==> config.mk <==
export PLATFORM = sky130hd
export DESIGN_NAME = key_matrix_midi_note_events
export DESIGN_NICKNAME = d
export VERILOG_FILES = /design/src/hdl/kmne_pkg.sv /design/src/hdl/key_matrix_midi_note_events.sv /design/src/hdl/kmne_front.sv /design/src/hdl/kmne_queue.sv /design/src/hdl/kmne_back.sv
export SDC_FILE = /design/constraint.sdc
export NUM_CORES = 1
export LEC_CHECK = 0
export BUFFER_PORTS_ARGS = -buffer_cell sky130_fd_sc_hd__clkbuf_2
export CORE_MARGIN = 4
export CORE_UTILIZATION = 55
export CTS_BUF_LIST = sky130_fd_sc_hd__clkbuf_8
export CTS_CLUSTER_DIAMETER = 200
export DETAILED_ROUTE_END_ITERATION = 6
export GPL_TIMING_DRIVEN = 0
export PLACE_DENSITY = 0.73
export REMOVE_ABC_BUFFERS = 1
export SYNTH_ARGS = -nofsm -noshare
export SYNTH_HDL_FRONTEND = slang
export SYNTH_SLANG_ARGS = --single-unit
==> constraint.sdc <==
create_clock -name clk -period 4.2 [get_ports clk]
set_input_delay 0.21 -clock clk [delete_from_list [all_inputs] [get_ports clk]]
set_output_delay 0.21 -clock clk [all_outputs]
set_load 0.01 [all_outputs]
==> src/hdl/kmne_pkg.sv <==
// shared types, constants and note arithmetic for the key matrix note event block
`timescale 1ns / 1ps
`default_nettype none

package kmne_pkg;

  localparam int COL_W    = 4;
  localparam int SENSE_W  = 4;
  localparam int ROW_MAX  = 8;
  localparam int BYTE_W   = 8;
  localparam int VEL_W    = 7;
  localparam int OCT_W    = 3;
  localparam int NOTE_MAX = 127;
  localparam int QDEPTH   = 4;

  typedef logic [1:0] cfg_idx_t;

  localparam cfg_idx_t CFG_NOTE_ON  = 2'd0;
  localparam cfg_idx_t CFG_NOTE_OFF = 2'd1;
  localparam cfg_idx_t CFG_VELOCITY = 2'd2;
  localparam cfg_idx_t CFG_OCTAVE   = 2'd3;

  localparam logic [BYTE_W-1:0] NOTE_ON_RST  = 8'd144;
  localparam logic [BYTE_W-1:0] NOTE_OFF_RST = 8'd128;
  localparam logic [VEL_W-1:0]  VELOCITY_RST = 7'd64;
  localparam logic [OCT_W-1:0]  OCTAVE_RST   = 3'd3;

  typedef struct packed {
    logic [BYTE_W-1:0] note_on;
    logic [BYTE_W-1:0] note_off;
    logic [VEL_W-1:0]  velocity;
    logic [OCT_W-1:0]  octave;
  } kmne_cfg_t;

  // one column sample that changed at least one key
  typedef struct packed {
    logic [COL_W-1:0]   column;
    logic [ROW_MAX-1:0] change;
    logic [ROW_MAX-1:0] now;
  } kmne_evt_t;

  // column + (row + octave) * 12, clipped to the data byte range
  function automatic logic [BYTE_W-1:0] note_number(logic [COL_W-1:0] col,
                                                    logic [2:0] row,
                                                    logic [OCT_W-1:0] oct);
    logic [3:0] oc;
    logic [8:0] sum;
    oc  = {1'b0, row} + {1'b0, oct};
    // times twelve as times eight plus times four
    sum = {2'b00, oc, 3'b000} + {3'b000, oc, 2'b00} + {5'b00000, col};
    return (sum > 9'(NOTE_MAX)) ? BYTE_W'(NOTE_MAX) : sum[BYTE_W-1:0];
  endfunction

endpackage

`default_nettype wire

==> src/hdl/key_matrix_midi_note_events.sv <==
// top level: key matrix column samples in, MIDI note message bytes out
// a changed sample is queued, then loaded by the sequencer, which registers its bytes
// throughput: a sample is taken every cycle while the 4-entry change queue has room;
// the byte sequencer loads each changed sample, then sends three bytes per changed key
// reset: key state all released, registers to their defaults, queue and output empty;
// no clearing pass, the block takes items right after reset
`timescale 1ns / 1ps
`default_nettype none

module key_matrix_midi_note_events
  import kmne_pkg::*;
#(
  parameter int COLUMNS = 13,
  parameter int ROWS    = 4
) (
  input  wire                clk,
  input  wire                rst_n,
  input  wire                cfg_we,
  input  wire  [1:0]         cfg_index,
  input  wire  [BYTE_W-1:0]  cfg_wdata,
  input  wire                in_push,
  input  wire  [COL_W-1:0]   in_column,
  input  wire  [SENSE_W-1:0] in_row_sense,
  output logic               in_full,
  output logic               out_empty,
  input  wire                out_pop,
  output logic [BYTE_W-1:0]  out_midi_byte,
  output logic               out_last_of_run
);

  kmne_cfg_t cfg_r;
  kmne_evt_t evt;
  kmne_evt_t q_data;
  logic      evt_push;
  logic      q_full;
  logic      q_valid;
  logic      q_pop;

  always_ff @(posedge clk) begin
    if (!rst_n) begin
      cfg_r.note_on  <= NOTE_ON_RST;
      cfg_r.note_off <= NOTE_OFF_RST;
      cfg_r.velocity <= VELOCITY_RST;
      cfg_r.octave   <= OCTAVE_RST;
    end else if (cfg_we) begin
      unique case (cfg_idx_t'(cfg_index))
        CFG_NOTE_ON:  cfg_r.note_on  <= cfg_wdata;
        CFG_NOTE_OFF: cfg_r.note_off <= cfg_wdata;
        CFG_VELOCITY: cfg_r.velocity <= cfg_wdata[VEL_W-1:0];
        CFG_OCTAVE:   cfg_r.octave   <= cfg_wdata[OCT_W-1:0];
        default:      cfg_r.octave   <= cfg_r.octave;
      endcase
    end
  end

  kmne_front #(
    .COLUMNS (COLUMNS),
    .ROWS    (ROWS)
  ) u_front (
    .clk          (clk),
    .rst_n        (rst_n),
    .in_push      (in_push),
    .in_column    (in_column),
    .in_row_sense (in_row_sense),
    .in_full      (in_full),
    .q_full       (q_full),
    .evt_push     (evt_push),
    .evt          (evt)
  );

  kmne_queue u_queue (
    .clk   (clk),
    .rst_n (rst_n),
    .push  (evt_push),
    .din   (evt),
    .full  (q_full),
    .pop   (q_pop),
    .valid (q_valid),
    .dout  (q_data)
  );

  kmne_back #(
    .ROWS (ROWS)
  ) u_back (
    .clk             (clk),
    .rst_n           (rst_n),
    .cfg             (cfg_r),
    .q_valid         (q_valid),
    .q_data          (q_data),
    .q_pop           (q_pop),
    .out_empty       (out_empty),
    .out_pop         (out_pop),
    .out_midi_byte   (out_midi_byte),
    .out_last_of_run (out_last_of_run)
  );

endmodule

`default_nettype wire

==> src/hdl/kmne_front.sv <==
// front end: key state per column and change detection for each column sample
`timescale 1ns / 1ps
`default_nettype none

module kmne_front
  import kmne_pkg::*;
#(
  parameter int COLUMNS = 13,
  parameter int ROWS    = 4
) (
  input  wire                clk,
  input  wire                rst_n,
  input  wire                in_push,
  input  wire  [COL_W-1:0]   in_column,
  input  wire  [SENSE_W-1:0] in_row_sense,
  output logic               in_full,
  input  wire                q_full,
  output logic               evt_push,
  output kmne_evt_t          evt
);

  localparam int CW = (COLUMNS > 1) ? $clog2(COLUMNS) : 1;

  logic [ROWS-1:0]         key_r [COLUMNS];
  logic [ROWS+SENSE_W-1:0] sense_ext;
  logic [ROWS-1:0]         now;
  logic [ROWS-1:0]         was;
  logic [ROWS-1:0]         change;
  logic [CW-1:0]           col_idx;
  logic                    in_range;
  logic                    accept;

  // rows past the sense width always read as released
  assign sense_ext = {{ROWS{1'b0}}, in_row_sense};
  assign now       = sense_ext[ROWS-1:0];
  assign in_range  = {1'b0, in_column} < 5'(COLUMNS);
  assign col_idx   = in_column[CW-1:0];
  assign was       = in_range ? key_r[col_idx] : '0;
  assign change    = now ^ was;

  assign in_full  = q_full;
  assign accept   = in_push && !q_full;
  assign evt_push = accept && in_range && (|change);

  assign evt.column = in_column;
  assign evt.change = ROW_MAX'(change);
  assign evt.now    = ROW_MAX'(now);

  always_ff @(posedge clk) begin
    if (!rst_n) begin
      for (int c = 0; c < COLUMNS; c++) begin
        key_r[c] <= '0;
      end
    end else if (accept && in_range) begin
      key_r[col_idx] <= now;
    end
  end

endmodule

`default_nettype wire

==> src/hdl/kmne_queue.sv <==
// short event queue between the change detector and the byte sequencer
`timescale 1ns / 1ps
`default_nettype none

module kmne_queue
  import kmne_pkg::*;
(
  input  wire        clk,
  input  wire        rst_n,
  input  wire        push,
  input  kmne_evt_t  din,
  output logic       full,
  input  wire        pop,
  output logic       valid,
  output kmne_evt_t  dout
);

  localparam int PW = $clog2(QDEPTH);

  kmne_evt_t     mem_r [QDEPTH];
  logic [PW-1:0] wr_ptr_r;
  logic [PW-1:0] rd_ptr_r;
  logic [PW:0]   count_r;
  logic          do_push;
  logic          do_pop;

  assign full    = count_r == (PW+1)'(QDEPTH);
  assign valid   = count_r != '0;
  assign dout    = mem_r[rd_ptr_r];
  assign do_push = push && !full;
  assign do_pop  = pop && valid;

  always_ff @(posedge clk) begin
    if (do_push) begin
      mem_r[wr_ptr_r] <= din;
    end
  end

  always_ff @(posedge clk) begin
    if (!rst_n) begin
      wr_ptr_r <= '0;
      rd_ptr_r <= '0;
      count_r  <= '0;
    end else begin
      if (do_push) begin
        wr_ptr_r <= wr_ptr_r + 1'b1;
      end
      if (do_pop) begin
        rd_ptr_r <= rd_ptr_r + 1'b1;
      end
      if (do_push && !do_pop) begin
        count_r <= count_r + 1'b1;
      end else if (do_pop && !do_push) begin
        count_r <= count_r - 1'b1;
      end
    end
  end

endmodule

`default_nettype wire

==> src/hdl/kmne_back.sv <==
// back end: turns each queued change set into note messages, one byte per beat
`timescale 1ns / 1ps
`default_nettype none

module kmne_back
  import kmne_pkg::*;
#(
  parameter int ROWS = 4
) (
  input  wire               clk,
  input  wire               rst_n,
  input  kmne_cfg_t         cfg,
  input  wire               q_valid,
  input  kmne_evt_t         q_data,
  output logic              q_pop,
  output logic              out_empty,
  input  wire               out_pop,
  output logic [BYTE_W-1:0] out_midi_byte,
  output logic              out_last_of_run
);

  localparam int RW = (ROWS > 1) ? $clog2(ROWS) : 1;

  typedef enum logic [1:0] {PH_STATUS, PH_NOTE, PH_VEL} phase_t;

  phase_t            phase_r;
  logic              busy_r;
  logic [COL_W-1:0]  col_r;
  logic [ROWS-1:0]   mask_r;
  logic [ROWS-1:0]   now_r;
  logic              out_valid_r;
  logic [BYTE_W-1:0] out_byte_r;
  logic              out_last_r;

  logic [RW-1:0]     sel;
  logic              found;
  logic [ROWS-1:0]   mask_nxt;
  logic [BYTE_W-1:0] byte_nxt;
  logic              adv;

  // lowest row still waiting in this column
  always_comb begin
    sel   = '0;
    found = 1'b0;
    for (int r = 0; r < ROWS; r++) begin
      if (mask_r[r] && !found) begin
        sel   = RW'(r);
        found = 1'b1;
      end
    end
  end

  assign mask_nxt = mask_r & ~(ROWS'(1) << sel);

  always_comb begin
    unique case (phase_r)
      PH_STATUS: byte_nxt = now_r[sel] ? cfg.note_on : cfg.note_off;
      PH_NOTE:   byte_nxt = note_number(col_r, 3'(sel), cfg.octave);
      PH_VEL:    byte_nxt = {1'b0, cfg.velocity};
      default:   byte_nxt = '0;
    endcase
  end

  // output slot is free or is being taken this beat
  assign adv   = !out_valid_r || out_pop;
  assign q_pop = !busy_r && q_valid;

  assign out_empty       = !out_valid_r;
  assign out_midi_byte   = out_byte_r;
  assign out_last_of_run = out_last_r;

  always_ff @(posedge clk) begin
    if (!rst_n) begin
      phase_r     <= PH_STATUS;
      busy_r      <= 1'b0;
      out_valid_r <= 1'b0;
    end else begin
      if (!busy_r) begin
        if (q_valid) begin
          busy_r  <= 1'b1;
          phase_r <= PH_STATUS;
          col_r   <= q_data.column;
          mask_r  <= q_data.change[ROWS-1:0];
          now_r   <= q_data.now[ROWS-1:0];
        end
      end else if (adv) begin
        out_byte_r <= byte_nxt;
        out_last_r <= 1'b0;
        unique case (phase_r)
          PH_STATUS: phase_r <= PH_NOTE;
          PH_NOTE:   phase_r <= PH_VEL;
          PH_VEL: begin
            phase_r    <= PH_STATUS;
            mask_r     <= mask_nxt;
            out_last_r <= mask_nxt == '0;
            if (mask_nxt == '0) begin
              busy_r <= 1'b0;
            end
          end
          default:   phase_r <= PH_STATUS;
        endcase
      end
      priority if (busy_r && adv) begin
        out_valid_r <= 1'b1;
      end else if (out_pop) begin
        out_valid_r <= 1'b0;
      end else begin
        out_valid_r <= out_valid_r;
      end
    end
  end

endmodule

`default_nettype wire

Yosys cells after proc, flatten, opt, wreduce, memory -nomap -nowiden. Memories as Yosys holds them, arrays and structs flattened. A register that Yosys moved wholly into a read port is not among the register bits. Index checks and enable logic that the tools add are counted.

Bitwise operators: 4. Add/subtract/negate cells: 7. Equality and inequality tests: 8. Magnitude comparators: 3. Reductions and logical operators: 38. Shifts and indexed selects: 1. Multiplexer cells: 40.

Operators by type and width (count): 2-to-1 mux 4 bit (7); case mux 8 bit (3 select lines) (1); 2-to-1 mux 1 bit (19); 2-to-1 mux 8 bit (2); 2-to-1 mux 2 bit (7); logical AND 1 bit (12); AND reduction 2 bit (5); adder 9 x 4 -> 9 bit (1); greater-than comparator 9 x 7 -> 1 bit (second input constant) (1); adder 7 x 6 -> 8 bit (1); zero test 1 bit (8); OR reduction 4 bit (2); == test 2 bit (second input constant) (3); 2-to-1 mux 3 bit (2); AND reduction 3 bit (2); nonzero test 2 bit (3); adder 2 x 1 -> 2 bit (second input constant) (2); adder 2 x 3 -> 4 bit (1); AND 4 bit (1); == test 2 x 1 -> 1 bit (second input constant) (2); zero test 2 bit (2); zero test 4 bit (1); < comparator 4 bit (second input constant) (1); inequality test 2 bit (second input constant) (2); 13 further kinds (13).

Output and inout bits: 11. Word-level logic and storage cells: 118. Memories kept: 2. Register bits: 58. Bits in writable memories: 100. Input port bits: 23.

Memories: u_front.key_r (words 13, bits a word 4, rd ports 1, clocked after Yosys merged registers in 0, write ports 13, RTL line kmne_front.sv:24) `logic [ROWS-1:0] key_r [COLUMNS];`; u_queue.mem_r (words 4, bits a word 12, rd ports 1, clocked after Yosys merged registers in 1, write ports 1, RTL line kmne_queue.sv:20) `kmne_evt_t mem_r [QDEPTH];`.

Longest topological paths before layout.
Depth in word-level cells: 18. Depth in mapped cells: 15. Gate-level depth less buffers: 14.

Cells and area by module. From an unflattened synthesis, not the netlist that was laid out.

Cells, all modules: 667. Area, all modules: 8974.9 µm².

By module, submodules not included: kmne_queue (area an instance 3369.5 µm², cells each 152, instances 1); kmne_front (area an instance 2960.3 µm², cells each 258, instances 1); kmne_back (area an instance 1622.8 µm², cells each 155, instances 1); key_matrix_midi_note_events (area an instance 1022.2 µm², cells each 102, instances 1).

Worst setup path before layout. No wires, ideal clock.

Kind: reg-to-reg. Start point: register u_back.mask_r[1]. End point: register u_back.out_byte_r[4], in the netlist u_back.out_midi_byte[4] (data pin). Period minus slack after synthesis: 3609 ps. Slack: 591 ps. Arrival time: 3349 ps. Cell stages (with the launch flop): 14. Required time: 3940 ps. Setup time: 260 ps. Cells stage by stage: edfxtp_1 clkbuf_1 a21oi_1 nor2_1 ha_1 fa_1 ha_1 fa_1 xnor2_1 nand3b_1 or4_1 nand2_1 a21oi_1 mux2_2.

Cells in the longest elaborated chain, start to end: 14. Elaborated cells on any way between the ends: 19. Classes of those cells: add/sub: 3; order compare: 1; mux: 10; reduce/logical: 5.

Ends and longest elaborated chain: start: declaration (RTL line kmne_back.sv:29) `logic [ROWS-1:0] mask_r;`; start signal: assignment (RTL line kmne_back.sv:83) `mask_r <= q_data.change[ROWS-1:0];`; start signal: assignment (RTL line kmne_back.sv:94) `mask_r <= mask_nxt;`; logical AND 1 bit (*) (RTL line kmne_back.sv:46) `if (mask_r[r] && !found) begin`; 2-to-1 mux 1 bit (RTL line kmne_back.sv:46); zero test 1 bit (RTL line kmne_back.sv:46); logical AND 1 bit (RTL line kmne_back.sv:46); 2-to-1 mux 1 bit (RTL line kmne_back.sv:46); zero test 1 bit (RTL line kmne_back.sv:46); logical AND 1 bit (RTL line kmne_back.sv:46); 2-to-1 mux 2 bit (*) (RTL line kmne_back.sv:46); adder 2 x 3 -> 4 bit (RTL line kmne_pkg.sv:48) `oc = {1'b0, row} + {1'b0, oct};`; adder 7 x 6 -> 8 bit (RTL line kmne_pkg.sv:50) `sum = {2'b00, oc, 3'b000} + {3'b000, oc, 2'b00} + {5'b00000, col};`; adder 9 x 4 -> 9 bit (RTL line kmne_pkg.sv:50); greater-than comparator 9 x 7 -> 1 bit (RTL line kmne_pkg.sv:51) `return (sum > 9'(NOTE_MAX)) ? BYTE_W'(NOTE_MAX) : sum[BYTE_W-1:0];`; 2-to-1 mux 8 bit (RTL line kmne_pkg.sv:51); case mux 8 bit (3 select lines) (*) (RTL line kmne_back.sv:56) `unique case (phase_r)`; named net u_back.byte_nxt[4] (RTL line kmne_back.sv:38) `logic [BYTE_W-1:0] byte_nxt;`; end signal: assignment (RTL line kmne_back.sv:87) `out_byte_r <= byte_nxt;`; end: declaration (RTL line kmne_back.sv:32) `logic [BYTE_W-1:0] out_byte_r;`.

The timed path passes the listed nets; every way through them passes the cells marked *. The select of a mux whose other input is x is not followed. A chain may end at the register's enable or synchronous reset.

Worst setup path after layout. Ends and elaborated chain as after synthesis.

==> flow_metrics.env <==
export IMPL_layout_commonest_cell="edfxtp_1"
export IMPL_cts_buffers_inserted=17
export IMPL_clock_fmax_ghz=0.254
export IMPL_clock_path_buffers=2
export IMPL_avgSynthCellArea_um2=13.3
export IMPL_status="completed"
export IMPL_n_antenna_cell=0
export IMPL_numPlacedInstances=776
export IMPL_setup_viol=0
export IMPL_min_period_ns=3.94
export IMPL_grt_pass1_wl_um=24100
export IMPL_hold_path_class="in -> reg"
export IMPL_root_buffer="clkbuf_8"
export IMPL_p_per_area_nw_per_um2=523
export IMPL_syn_cell_area_um2=7810
export IMPL_cts_reportedPaths_clkPinSlew_ns=0.09
export IMPL_maxCapViolations=0
export IMPL_dieArea_um2=16200
export IMPL_drive_above_1_share=0.155
export IMPL_final_cell_mix="edfxtp_1 (133), and2_1 (56), nor2_1 (49)"
export IMPL_finalPower_mw=4.46
export IMPL_crit_path_max_fanout=10
export IMPL_vias=4532
export IMPL_p_clk_frac=0.255
export IMPL_maxSlewHeadroom=0.293
export IMPL_worstPathRequired_ns=4.40
export IMPL_first_iter_violations=383
export IMPL_p_comb_frac=0.250
export IMPL_seq_power_share=0.495
export IMPL_track_usage=0.194
export IMPL_peakVddDrop_mv=0.214
export IMPL_fp_dieW_um=127
export IMPL_clk_latency_ns=0.45
export IMPL_drt_wl_total_um=14400
export IMPL_area_delta_synth_final_pct=9.31
export IMPL_grt_pass1_vias=4724
export IMPL_final_cells=812
export IMPL_p_sw_mw=1.32
export IMPL_synthCells=585
export IMPL_post_route_util=0.615
export IMPL_critPathArrivalTime_ns=4.14
export IMPL_async_flop_share=0
export IMPL_nets=661
export IMPL_drcViolationCount=0
export IMPL_numPortBuffers=33
export IMPL_layout_setup_ws_ns=0.258
export IMPL_cts_setup_buffers=0
export IMPL_numClockSinks=172
export IMPL_overflow=0
export IMPL_finalCritPeriodShare=0.939
export IMPL_start_util=0.562
export IMPL_crit_path_start="u_back.mask_r[1]"
export IMPL_core_area_um2=13900
export IMPL_worst_clock_skew_ns=0.0132
export IMPL_grt_max_degree=34
export IMPL_dpl_worst_slack_ns=0.266
export IMPL_h_tree_depth=4
export IMPL_synth_edff_count=133
export IMPL_hold_start="cfg_wdata[2]"
export IMPL_seq_area_frac_synth=0.612
export IMPL_drt_pass1_iterations=4
export IMPL_synth_ff_type="edfxtp_1"
export IMPL_antenna_found_initial=0
export IMPL_slew_violations=0
export IMPL_rsz0062_at_grt="false"
export IMPL_dieHeight_um=127
export IMPL_cts_tree="yes"
export IMPL_place_congestion=0.815
export IMPL_internal_power_mw=3.14
export IMPL_ys_types=45
export IMPL_tns_ns=0
export IMPL_netSwitchingFraction=0.296
export IMPL_final_hold_viol_count=0
export IMPL_design_area_um2=8530
export IMPL_ys_warn_count=0
export IMPL_endpoint_kind="register"
export IMPL_viasPerCell=5.58
export IMPL_holdWs_ns=0.0438
export IMPL_ant_nets=0
export IMPL_fp_row_count=43
export IMPL_p_leak_nw=3.23
export IMPL_worstSetupPathType="reg -> reg"
export IMPL_startpoint_type="register"
export IMPL_post_dp_cell_area_um2=8090
export IMPL_ios=34
export IMPL_ys_seq_elements=172
export IMPL_max_slew_worst_pin_slew_ns=1.06
export IMPL_regToRegStartpoint="u_back.mask_r[1]"
export IMPL_wl_per_cell_um=17.8
export IMPL_hpwl_um=9730
-- registers in the layout, summed over array words and instances (netlist names), 2 cells and up, named ones only --
name	count
u_queue.rd_ptr_r	2
u_back.phase_r	2
u_queue.mem_r	48
cfg_r	26
u_back.col_r	4
u_front.key_r	64
u_back.now_r	4
u_back.out_midi_byte	8
u_queue.count_r	3
u_queue.wr_ptr_r	2
u_back.mask_r	4
-- power groups by stage --
stage	clock [mW]	combinational (mW)	sequential [mW]
2_1_floorplan	0	0.818	2.21
3_3_place_gp	0	1.07	2.24
3_5_place_dp	0	1.11	2.25
4_1_cts	1.16	1.12	2.21
5_1_grt	1.24	1.25	2.24
6_report	1.14	1.11	2.21
-- synthesized netlist by cell type (14+ instances only) --
cell,instances,area share
edfxtp_1,133,0.51
and2_1,56,0.045
nor2_1,49,0.024
nand2_1,43,0.021
dfxtp_1,39,0.10
mux2i_1,32,0.041
mux4_2,22,0.063
clkbuf_1,20,0.0096
o21ai_0,20,0.013
inv_1,19,0.0091
a21oi_1,15,0.0096
ha_1,14,0.022
-- area by class of cell --
type / count / area, um^2
Sequential cell: 172 / 4770
Tap cell: 180 / 225
Fill cell: 1082 / 5350
Clock inverter: 14 / 154
Clock buffer: 17 / 234
Inverter: 19 / 71.3
Multi-Input combinational cell: 372 / 2860
Timing Repair Buffer: 38 / 215
-- logic make-up after synthesis --
logic type | Yosys count | share of synthesized area
buffers and inverters | 52 | 0.0290
XOR/XNOR | 17 | 0.0191
flip-flops | 172 | 0.612
AND/OR/NAND/NOR | 191 | 0.123
other | 1 | 0.000480
AO/OA/AOI/OAI | 63 | 0.0503
adder cells (fa/ha/maj) | 19 | 0.0340
multiplexers | 70 | 0.133
-- worst paths after layout --
check / endpoint / cells after the start / slack [ns]
worst max-delay path: u_back.out_midi_byte[4] / 10 / 0.26
worst min-delay path: cfg_r[12] / 3 / 0.04
worst max register to register: u_back.out_midi_byte[4] / 10 / 0.26
worst min register to register: cfg_r[13] / 2 / 0.46
-- worst max-delay path, stage by stage (launching register included) --
cell	delay, ns
edfxtp_1	0.53
nor3_1	0.43
fa_1	0.56
ha_1	0.26
fa_1	0.40
xnor2_1	0.17
nand3b_1	0.22
or4_1	0.52
nand2_1	0.21
a21oi_1	0.09
mux2_2	0.29
-- repair_timing --
item                                    in CTS  in global routing
endpoints found under the setup margin       0                  3
hold endpoints to repair                     8                  0
resized for setup                            0                  1
hold buffers                                 5                  0
-- routing by layer --
layer  wire [um]  GRT usage  part of all wire
met4         338     0.0782             0.023
met5           0          0                 0
met3         661     0.0418             0.046
met2        7500      0.338              0.52
met1        5930      0.235              0.41
(Power assumes the default switching activity.)
